**src/design/dtr_pkg.sv**
```systemverilog
// Shared types, register indexes and the tap-select table of the divider timer.
// No dependencies; every other design file imports this package.
package dtr_pkg;

    localparam int CYC_W = 5;
    localparam int CNT_W = 8;
    localparam int DIV_W = 16;
    localparam int CFG_IDX_W = 2;
    localparam int CFG_DATA_W = 8;
    localparam int BIT_IDX_W = $clog2(DIV_W);

    // Register indexes of the configuration port.
    localparam logic [CFG_IDX_W-1:0] REG_TIMER_ENABLE = 2'd0;
    localparam logic [CFG_IDX_W-1:0] REG_CLOCK_SELECT = 2'd1;
    localparam logic [CFG_IDX_W-1:0] REG_MODULO_VALUE = 2'd2;
    localparam logic [CFG_IDX_W-1:0] REG_DOUBLE_SPEED = 2'd3;

    // Sequencer taps; the edge is watched one bit above the tap.
    localparam logic [BIT_IDX_W-1:0] SEQ_WATCH_NORMAL = 4'd13;
    localparam logic [BIT_IDX_W-1:0] SEQ_WATCH_DOUBLE = 4'd14;

    typedef struct packed {
        logic             timer_enable;
        logic [1:0]       clock_select;
        logic [CNT_W-1:0] modulo_value;
        logic             double_speed;
    } t_cfg;

    typedef struct packed {
        logic [CNT_W-1:0] counter_value;
        logic             overflow_irq;
        logic             sequencer_tick;
        logic [DIV_W-1:0] divider_value;
    } t_result;

    // Divider bit watched for the timer tap: one above bit 9, 3, 5 or 7.
    function automatic logic [BIT_IDX_W-1:0] timer_watch_bit(input logic [1:0] sel);
        logic [BIT_IDX_W-1:0] b;
        unique case (sel)
            2'd0:    b = 4'd10;
            2'd1:    b = 4'd4;
            2'd2:    b = 4'd6;
            default: b = 4'd8;
        endcase
        return b;
    endfunction

endpackage

```
**src/design/dtr_ifs.sv**
```systemverilog
// Valid/ready channel interfaces for the divider timer input and result words.
// Depends on dtr_pkg for the field widths.
interface dtr_in_if import dtr_pkg::*; ();
    logic             valid;
    logic             ready;
    logic [CYC_W-1:0] cycles;

    modport source (output valid, output cycles, input ready);
    modport sink   (input valid, input cycles, output ready);
endinterface

interface dtr_out_if import dtr_pkg::*; ();
    logic             valid;
    logic             ready;
    logic [CNT_W-1:0] counter_value;
    logic             overflow_irq;
    logic             sequencer_tick;
    logic [DIV_W-1:0] divider_value;

    modport source (output valid, output counter_value, output overflow_irq,
                    output sequencer_tick, output divider_value, input ready);
    modport sink   (input valid, input counter_value, input overflow_irq,
                    input sequencer_tick, input divider_value, output ready);
endinterface

```
**src/design/dtr_step.sv**
```systemverilog
// Next-state logic of one step: reload countdown, divider advance, edge detection.
// Depends on dtr_pkg.
module dtr_step import dtr_pkg::*; #(
    parameter int RELOAD_DELAY = 4,
    parameter int RW_W = 3
) (
    input  logic [CYC_W-1:0] i_cycles,
    input  t_cfg             i_cfg,
    input  logic [DIV_W-1:0] i_divider,
    input  logic [CNT_W-1:0] i_counter,
    input  logic [RW_W-1:0]  i_reload_wait,
    output logic [DIV_W-1:0] o_divider,
    output logic [CNT_W-1:0] o_counter,
    output logic [RW_W-1:0]  o_reload_wait,
    output t_result          o_result
);

    logic [CNT_W-1:0]     cnt_mid;
    logic [RW_W-1:0]      rw_mid;
    logic                 irq;
    logic [DIV_W-1:0]     new_div;
    logic [BIT_IDX_W-1:0] tbit;
    logic [BIT_IDX_W-1:0] sbit;
    logic                 timer_edge;
    logic                 seq_edge;

    // A pending reload counts down first and fires when it runs out.
    always_comb begin
        cnt_mid = i_counter;
        rw_mid  = i_reload_wait;
        irq     = 1'b0;
        if (i_reload_wait != '0 && i_cycles != '0) begin
            if (i_cycles >= CYC_W'(i_reload_wait)) begin
                rw_mid  = '0;
                cnt_mid = i_cfg.modulo_value;
                irq     = 1'b1;
            end else begin
                rw_mid = i_reload_wait - RW_W'(i_cycles);
            end
        end
    end

    assign new_div    = i_divider + DIV_W'(i_cycles);
    assign tbit       = timer_watch_bit(i_cfg.clock_select);
    assign sbit       = i_cfg.double_speed ? SEQ_WATCH_DOUBLE : SEQ_WATCH_NORMAL;
    assign timer_edge = i_divider[tbit] ^ new_div[tbit];
    assign seq_edge   = i_divider[sbit] ^ new_div[sbit];

    always_comb begin
        o_counter     = cnt_mid;
        o_reload_wait = rw_mid;
        if (i_cfg.timer_enable && timer_edge) begin
            if (cnt_mid == '1) begin
                o_counter     = '0;
                o_reload_wait = RW_W'(RELOAD_DELAY);
            end else begin
                o_counter = cnt_mid + 1'b1;
            end
        end
    end

    assign o_divider = new_div;

    assign o_result.counter_value  = o_counter;
    assign o_result.overflow_irq   = irq;
    assign o_result.sequencer_tick = seq_edge;
    assign o_result.divider_value  = new_div;

endmodule

```
**src/design/divider_timer_with_reload.sv**
```systemverilog
// Top level of the divider timer with delayed reload.
// Depends on dtr_pkg, dtr_ifs (channel interfaces) and dtr_step.
//
// Each input word carries a cycle count; the block advances a free-running
// 16-bit divider by it, increments the 8-bit timer counter when the selected
// divider tap falls (if the timer is enabled), reloads the counter from the
// modulo register once the cycle counts of later words use up a reload wait
// of RELOAD_DELAY after an overflow, with an interrupt pulse, and flags a
// sequencer tick on a falling edge of bit 12 (bit 13 in double speed). Every
// input word yields exactly one result word. While the result side does not
// stall, one word is taken per clock cycle and the throughput is one word per
// cycle: the input word is registered in the input register, the step is
// computed combinationally from that register and the held state, and the
// result is written into the result register, which offers it. The result register
// is drained independently of the input side; the input stalls only when both
// the input register and the result register are full and the result is not
// being taken. Configuration registers are written through a plain write port
// and take effect for the next word processed; they should be changed only
// while no word is in flight.
module divider_timer_with_reload import dtr_pkg::*; #(
    parameter int RELOAD_DELAY = 4
) (
    input  logic                  i_clk,
    input  logic                  i_rst_n,
    input  logic                  i_cfg_we,
    input  logic [CFG_IDX_W-1:0]  i_cfg_idx,
    input  logic [CFG_DATA_W-1:0] i_cfg_wdata,
    dtr_in_if.sink                i_in,
    dtr_out_if.source             o_out
);

    localparam int RW_W = $clog2(RELOAD_DELAY + 1);

    t_cfg             r_cfg;
    logic [DIV_W-1:0] r_div;
    logic [CNT_W-1:0] r_cnt;
    logic [RW_W-1:0]  r_rw;
    logic             r_s1_valid;
    logic [CYC_W-1:0] r_s1_cycles;
    logic             r_out_valid;
    t_result          r_out;

    logic [DIV_W-1:0] n_div;
    logic [CNT_W-1:0] n_cnt;
    logic [RW_W-1:0]  n_rw;
    t_result          n_out;
    logic             advance;

    // The working stage moves on whenever the result register is empty or
    // its word is being taken in this cycle.
    assign advance    = !r_out_valid || o_out.ready;
    assign i_in.ready = !r_s1_valid || advance;

    // Configuration registers.
    always_ff @(posedge i_clk) begin
        if (!i_rst_n) begin
            r_cfg <= '0;
        end else if (i_cfg_we) begin
            unique case (i_cfg_idx)
                REG_TIMER_ENABLE: r_cfg.timer_enable <= i_cfg_wdata[0];
                REG_CLOCK_SELECT: r_cfg.clock_select <= i_cfg_wdata[1:0];
                REG_MODULO_VALUE: r_cfg.modulo_value <= i_cfg_wdata;
                REG_DOUBLE_SPEED: r_cfg.double_speed <= i_cfg_wdata[0];
                default: ;
            endcase
        end
    end

    // Input register.
    always_ff @(posedge i_clk) begin
        if (!i_rst_n) begin
            r_s1_valid <= 1'b0;
        end else if (i_in.ready) begin
            r_s1_valid <= i_in.valid;
        end
    end

    always_ff @(posedge i_clk) begin
        if (i_in.valid && i_in.ready) begin
            r_s1_cycles <= i_in.cycles;
        end
    end

    dtr_step #(
        .RELOAD_DELAY (RELOAD_DELAY),
        .RW_W         (RW_W)
    ) u_step (
        .i_cycles      (r_s1_cycles),
        .i_cfg         (r_cfg),
        .i_divider     (r_div),
        .i_counter     (r_cnt),
        .i_reload_wait (r_rw),
        .o_divider     (n_div),
        .o_counter     (n_cnt),
        .o_reload_wait (n_rw),
        .o_result      (n_out)
    );

    // Timer state advances exactly once per word, as it enters the result register.
    always_ff @(posedge i_clk) begin
        if (!i_rst_n) begin
            r_div <= '0;
            r_cnt <= '0;
            r_rw  <= '0;
        end else if (r_s1_valid && advance) begin
            r_div <= n_div;
            r_cnt <= n_cnt;
            r_rw  <= n_rw;
        end
    end

    // Result register.
    always_ff @(posedge i_clk) begin
        if (!i_rst_n) begin
            r_out_valid <= 1'b0;
        end else if (advance) begin
            r_out_valid <= r_s1_valid;
        end
    end

    always_ff @(posedge i_clk) begin
        if (r_s1_valid && advance) begin
            r_out <= n_out;
        end
    end

    assign o_out.valid          = r_out_valid;
    assign o_out.counter_value  = r_out.counter_value;
    assign o_out.overflow_irq   = r_out.overflow_irq;
    assign o_out.sequencer_tick = r_out.sequencer_tick;
    assign o_out.divider_value  = r_out.divider_value;

endmodule

```
**src/flat_wrapper.sv**
```systemverilog
// flat-port wrapper written by rule: the top's interface ports become plain ports
module divider_timer_with_reload_flat import dtr_pkg::*;
#(
    parameter int RELOAD_DELAY = 4
)
  (i_clk, i_rst_n, i_cfg_we, i_cfg_idx, i_cfg_wdata, i_in_valid, i_in_cycles, i_in_ready, o_out_valid, o_out_counter_value, o_out_overflow_irq, o_out_sequencer_tick, o_out_divider_value, o_out_ready);
  dtr_in_if i_in_i ();
  dtr_out_if o_out_i ();
  input  logic i_clk;
  input  logic i_rst_n;
  input  logic i_cfg_we;
  input  logic [CFG_IDX_W-1:0] i_cfg_idx;
  input  logic [CFG_DATA_W-1:0] i_cfg_wdata;
  input wire logic [$bits(i_in_i.valid)-1:0] i_in_valid;
  input wire logic [$bits(i_in_i.cycles)-1:0] i_in_cycles;
  output wire logic [$bits(i_in_i.ready)-1:0] i_in_ready;
  output wire logic [$bits(o_out_i.valid)-1:0] o_out_valid;
  output wire logic [$bits(o_out_i.counter_value)-1:0] o_out_counter_value;
  output wire logic [$bits(o_out_i.overflow_irq)-1:0] o_out_overflow_irq;
  output wire logic [$bits(o_out_i.sequencer_tick)-1:0] o_out_sequencer_tick;
  output wire logic [$bits(o_out_i.divider_value)-1:0] o_out_divider_value;
  input wire logic [$bits(o_out_i.ready)-1:0] o_out_ready;
  assign i_in_i.valid = i_in_valid;
  assign i_in_i.cycles = i_in_cycles;
  assign i_in_ready = i_in_i.ready;
  assign o_out_valid = o_out_i.valid;
  assign o_out_counter_value = o_out_i.counter_value;
  assign o_out_overflow_irq = o_out_i.overflow_irq;
  assign o_out_sequencer_tick = o_out_i.sequencer_tick;
  assign o_out_divider_value = o_out_i.divider_value;
  assign o_out_i.ready = o_out_ready;
  divider_timer_with_reload #(.RELOAD_DELAY(RELOAD_DELAY)) u_core (.i_clk(i_clk), .i_rst_n(i_rst_n), .i_cfg_we(i_cfg_we), .i_cfg_idx(i_cfg_idx), .i_cfg_wdata(i_cfg_wdata), .i_in(i_in_i), .o_out(o_out_i));
endmodule
```
**config.mk**
```make
export PLATFORM = sky130hd
export DESIGN_NAME = divider_timer_with_reload_flat
export DESIGN_NICKNAME = d
export VERILOG_FILES = /design/src/design/dtr_pkg.sv /design/src/design/dtr_ifs.sv /design/src/design/dtr_step.sv /design/src/design/divider_timer_with_reload.sv /design/src/flat_wrapper.sv
export SDC_FILE = /design/constraint.sdc
export NUM_CORES = 1
export LEC_CHECK = 0
export BUFFER_PORTS_ARGS = -buffer_cell sky130_fd_sc_hd__buf_2
export CAP_MARGIN = 20
export CORE_UTILIZATION = 58
export DETAILED_ROUTE_END_ITERATION = 10
export GPL_TIMING_DRIVEN = 0
export PLACE_DENSITY = 0.86
export SETUP_SLACK_MARGIN = 0.2
export SLEW_MARGIN = 20
export SYNTH_ARGS = -nofsm -noshare
export SYNTH_HDL_FRONTEND = slang
export SYNTH_HIERARCHICAL = 1
export SYNTH_SLANG_ARGS = --single-unit
```
**constraint.sdc**
```tcl
create_clock -name i_clk -period 4 [get_ports i_clk]
set_clock_uncertainty 0.1 [all_clocks]
set_input_delay 1 -clock i_clk [delete_from_list [all_inputs] [get_ports i_clk]]
set_output_delay 1 -clock i_clk [all_outputs]
set_load 0.01 [all_outputs]
```
==> impl_metrics.tcl, run 1 <==
set metrics [dict create \
    slew_headroom_pct 52.4 \
    grt_pass1_wl_mm 13.6 \
    dp.final_hpwl_mm 5.98 \
    die_h_um 85.3 \
    die_x_um 85.3 \
    drv_cap 0 \
    tritoncts "done" \
    vdd_drop_max_v 0.000217 \
    period_minus_slack_ns 3.65 \
    initial_utilization_pct 59.6 \
    vias_per_cell 5.73 \
    grt_pass1_vias 2936 \
    firstDrtPassIters 5 \
    drt_iter0_drc 177 \
    fin_crit_sh_pct 91.3 \
    worstPathMaxFanout 8 \
    final_core_util_pct 68.1 \
    end_kind "flip-flop" \
    cts_buffer_depth 2 \
    final_cell_mix "nand2_1, buf_2, dfxtp_1" \
    finalHoldViolations 0 \
    ys_types 62 \
    grt_max_degree 36 \
    setup_violations 0 \
    yosys_warnings 6 \
    holdWs_ns 0.375 \
    dieArea_um2 7280 \
    grt.total_usage_pct 24.3 \
    cts_max_level 3 \
    syn_inst 415 \
    crit_required_ns 4.18 \
    ant_nets 0 \
    path_clk_slew_ns 0.08 \
    antenna_cells 0 \
    overflow 0 \
    synth_edf_count 31 \
    final_common_cell "nand2_1" \
    hold_class "flip-flop to flip-flop" \
    clk_latency_ns 0.35 \
    antenna_found_initial 0 \
    drt-total-wl_mm 8.37 \
    row_count 30 \
    status "finished clean" \
    finalPower_mw 1.56 \
    post-cts-setup-buffers 0 \
    drv_slew 0 \
    worstPathArrival_ns 3.83 \
    ys.flop_type "dfxtp_1" \
    wl_per_cell_um 15.0 \
    fin_tns_setup_ns 0 \
    vias 3193 \
    rsz0062_at_grt "no" \
    crit_path_start_kind "flip-flop" \
    cts_sinks 72 \
    drive_above_1_share_pct 23.3 \
    syn_nets 449 \
    nets 506 \
    area_delta_synth_final_pct 14.2 \
    drc 0 \
    synth.avg_cell_area_um2 9.70 \
    max_freq_ghz 0.274 \
    io_buffer_count 46 \
    cts_root_buffer "clkbuf_8" \
    io_pins 48 \
    gp_congestion 0.924 \
    ys_seq_area_share_pct 43.5 \
    tightest_slew_ns 0.712 \
    async_flop_share_pct 0 \
    syn_area_um2 4030 \
    ys_ff_latch 72 \
    p_leak_nw 1.79 \
    numCtsBuffers 9 \
    worstSetupPathType "flip-flop to flip-flop" \
    coreArea_um2 6760 \
    cellPowerDensity_nw_per_um2 340 \
]
==> flip-flops by register name, indices dropped and copies added (netlist names) <==
name	count
u_core/r_div	16
u_core/r_cfg	12
u_core/o_out.divider_value	16
u_core/o_out.valid	1
u_core/r_s1_cycles	5
u_core/r_rw	3
u_core/o_out.counter_value	8
u_core/r_cnt	8
u_core/o_out.overflow_irq	1
u_core/r_s1_valid	1
u_core/o_out.sequencer_tick	1
==> worst max-delay path, stage by stage (launching register included) <==
cell and delay (ns):
edfxtp_1 0.46, ha_1 0.26, fa_2 0.40, a211oi_4 0.36
o21bai_2 0.18, or3b_1 0.22, o211ai_2 0.14, and4_1 0.22
buf_2 0.17, or2_4 0.26, or4_1 0.47, o211ai_1 0.14
nand2_1 0.08, mux2i_1 0.14
==> cell usage after synthesis (all sizes together), types with 3 or more instances <==
master  instances  area, µm²
nand3          21        105
and4            3       26.3
ha             12        150
xnor2          14        123
edfxtp         31        931
nand4           3       18.8
xor2            9       78.8
o21bai          3       26.3
nor2           11       41.3
and2            3       18.8
nor3            5       25.0
buf            36        272
mux2i          35        350
dfxtp          41        821
o21ai          19       95.1
nand3b          3       22.5
clkbuf          5       18.8
a21oi           9       45.0
inv            14       52.6
nor4            3       18.8
nand2b          3       18.8
nand2          82        308
nor2b           5       41.3
o211ai          4       35.0
and3            5       31.3
==> path summary, 6_finish.rpt <==
kind / startpoint / to / slack [ns] / depth (start not counted)
worst max-delay path: u_core/r_s1_cycles[0] / u_core/r_cnt[3] / 0.35 / 13
worst min-delay path: u_core/r_div[3] / u_core/r_div[3] / 0.38 / 2
worst max register to register: u_core/r_s1_cycles[0] / u_core/r_cnt[3] / 0.35 / 13
worst min register to register: u_core/r_div[3] / u_core/r_div[3] / 0.38 / 2
==> cell type report <==
| type | count | area [µm²] |
|---|---|---|
| clock inverters | 7 | 78.8 |
| multi-input cells | 287 | 1970 |
| plain buffers | 41 | 290 |
| repair buffers | 46 | 230 |
| clock buffers | 9 | 124 |
| inverters | 15 | 56.3 |
| flip-flops and latches | 72 | 1750 |
| fillers | 514 | 2160 |
| well taps | 80 | 100 |
==> what timing repair did <==
item	in CTS	in global routing
gates resized for setup	1	5
endpoints found under the setup margin	2	9
pin swaps	0	1
hold buffers	0	0
==> stage by stage <==
step,worst slack (ns),area (µm²),std cells
floorplan,0.720,4030,415
global placement,0.175,4360,541
detailed placement,0.145,4360,541
CTS,0.271,4560,557
global route,0.217,4600,557
finish,0.348,4600,557
==> power by group <==
| part | switching (mW) | internal (mW) | total, mW |
|---|---|---|---|
| clock network | 0.293 | 0.294 | 0.587 |
| registers | 0.0163 | 0.794 | 0.810 |
| logic | 0.0932 | 0.0725 | 0.166 |
| total | 0.403 | 1.16 | 1.56 |
==> cells by family after synthesis <==
kind of cell	share of synthesized area, %
simple gates	18.7
flops	43.5
compound gates	10.2
buf+inv	8.61
mux	9.26
xor+xnor	5.00
fa+ha+maj	4.72
==> metal layers <==
metal / vias to the layer above / share of wire, % / GRT usage (%)
li1: 1548 / - / -
met1: 1510 / 45 / 31.8
met2: 110 / 46 / 38.0
met3: 25 / 5.2 / 4.96
met4: 0 / 3.5 / 13.0
met5: - / 0 / 0
(Power assumes the default switching activity.)
==> run 2: changes to the inputs <==
--- a/config.mk
+++ b/config.mk
@@ -9,7 +9,6 @@
 export CAP_MARGIN = 20
 export CORE_UTILIZATION = 58
 export DETAILED_ROUTE_END_ITERATION = 10
-export GPL_TIMING_DRIVEN = 0
 export PLACE_DENSITY = 0.86
 export SETUP_SLACK_MARGIN = 0.2
 export SLEW_MARGIN = 20
==> impl_metrics.tcl, run 2 (synthesis gave the netlist of run 1 again) <==
set metrics [dict create \
    r2r_start "u_core/r_s1_cycles[0]" \
    setup_violations 0 \
    tritoncts "done" \
    overflow 0 \
    vias 2987 \
    initial_utilization_pct 59.6 \
    die_x_um 85.3 \
    drv_slew 0 \
    vdd_drop_max_v 0.000216 \
    cts_sinks 72 \
    cellPowerDensity_nw_per_um2 353 \
    final_cell_mix "nand2_1, buf_2, dfxtp_1" \
    cts_root_buffer "clkbuf_8" \
    worstSetupPathType "flip-flop to flip-flop" \
    io_buffer_count 47 \
    r2r_slack_ns 0.41 \
    fin_tns_setup_ns 0 \
    worstSetupStartpoint "u_core/r_s1_cycles[0]" \
    path_clk_slew_ns 0.08 \
    vias_per_cell 5.73 \
    coreArea_um2 6760 \
    cts_buffer_depth 2 \
    finalInstanceArea_um2 4320 \
    end_kind "flip-flop" \
    rsz0062_at_grt "no" \
    wl_per_cell_um 14.7 \
    worstPathMaxFanout 8 \
    reg2regPathDepth 12 \
    postPlaceCellArea_um2 4110 \
    row_count 30 \
    crit_path_start_kind "flip-flop" \
    grt_pass1_wl_mm 12.4 \
    slew_headroom_pct 46.9 \
    area_delta_synth_final_pct 7.18 \
    die_h_um 85.3 \
    drive_above_1_share_pct 17.7 \
    drt-total-wl_mm 7.66 \
    numCtsBuffers 9 \
    antenna_found_initial 0 \
    firstDrtPassIters 7 \
    grt_pass1_vias 2683 \
    fin_cells 521 \
    period_minus_slack_ns 3.59 \
    grt_max_degree 50 \
    drv_cap 0 \
    r2r-end "u_core/r_cnt[2]" \
    grt.total_usage_pct 21.9 \
    nets 470 \
    postCtsHoldBufs 0 \
    drc 0 \
    drt_iter0_drc 248 \
    status "finished clean" \
    crit_required_ns 4.18 \
    cts_max_level 3 \
    p_leak_nw 1.63 \
    tightest_slew_ns 0.796 \
    finalHoldViolations 0 \
    endpoint "u_core/r_cnt[2]" \
    hold_class "flip-flop to flip-flop" \
    final_core_util_pct 63.9 \
    clk_latency_ns 0.35 \
    worstPathArrival_ns 3.76 \
    final_common_cell "nand2_1" \
    fin_crit_sh_pct 89.6 \
    ant_nets 0 \
    gp_congestion 0.875 \
    max_freq_ghz 0.279 \
    dieArea_um2 7280 \
    antenna_cells 0 \
    dp_cells 505 \
    dp.final_hpwl_mm 5.49 \
    io_pins 48 \
]
-- run 2: cell count changes in the layout (fill, tap and decap cells not counted), moves of 2 or more --
| cell | delta |
|---|---|
| buf_4 | -22 |
| buf_2 | -6 |
| clkbuf_1 | -5 |
| clkinv_4 | +2 |
| buf_8 | -2 |
| inv_6 | -3 |
| clkinv_2 | +2 |
-- run 2: how the worst min path moves through the flow --
stage / start / to / slack, ns / cells past startpoint
finish: u_core/r_div[2] / u_core/r_div[2] / 0.37 / 2
global route: u_core/r_div[0] / u_core/r_div[0] / 0.40 / 2
CTS: u_core/r_div[2] / u_core/r_div[2] / 0.37 / 2
detailed placement: u_core/r_div[2] / u_core/r_div[2] / 0.36 / 2
global placement: u_core/r_div[2] / u_core/r_div[2] / 0.35 / 2
floorplan: u_core/r_cfg[11] / u_core/r_cfg[11] / 0.33 / 2
-- run 2: worst max-delay path: stages, from the launching register on --
cell	delay (ns)
edfxtp_1	0.43
ha_1	0.25
fa_1	0.46
a211oi_4	0.31
o21bai_1	0.14
o211a_1	0.17
o31ai_4	0.29
a31oi_2	0.22
nor2_1	0.29
nand4_1	0.17
a2111oi_2	0.44
nand2_1	0.10
mux2i_1	0.15
-- run 2: per-layer routing --
metal  share of wire, %  wire length, µm  up-vias  track usage (%)
li1                   -                -     1480                -
met1                 48             3670     1374             29.4
met2                 45             3430      116             34.5
met3                5.4              412       17             5.93
met4                1.9              145        0             7.58
met5                  0                0        -                0
-- run 2: power breakdown --
group	internal, mW	switching, mW	total (mW)
clock	0.287	0.280	0.567
combinational	0.0570	0.0877	0.145
sequential	0.794	0.0167	0.811
-- run 2: final cells by class --
type / instances / area [µm²]
Clock buffer: 9 / 124
Clock inverter: 7 / 72.6
Fill cell: 549 / 2440
Inverter: 15 / 56.3
Multi-Input combinational cell: 287 / 1950
Sequential cell: 72 / 1750
Tap cell: 80 / 100
Timing Repair Buffer: 51 / 265
-- run 2: timing repair --
item	4_1_cts	5_1_grt
endpoints found under the setup margin	0	1
endpoints found under the hold margin	0	0
resized for setup	0	2
buffers inserted	0	0
-- run 2: stage by stage --
| stage | power (mW) | setup WS [ns] | hold WS [ns] |
|---|---|---|---|
| after global placement | 0.963 | 0.565 | 0.347 |
| after global routing | 1.59 | 0.176 | 0.395 |
| after floorplan | 0.937 | 0.720 | 0.334 |
| final | 1.52 | 0.414 | 0.373 |
| after CTS | 1.53 | 0.393 | 0.372 |
| after detailed placement | 0.969 | 0.399 | 0.362 |
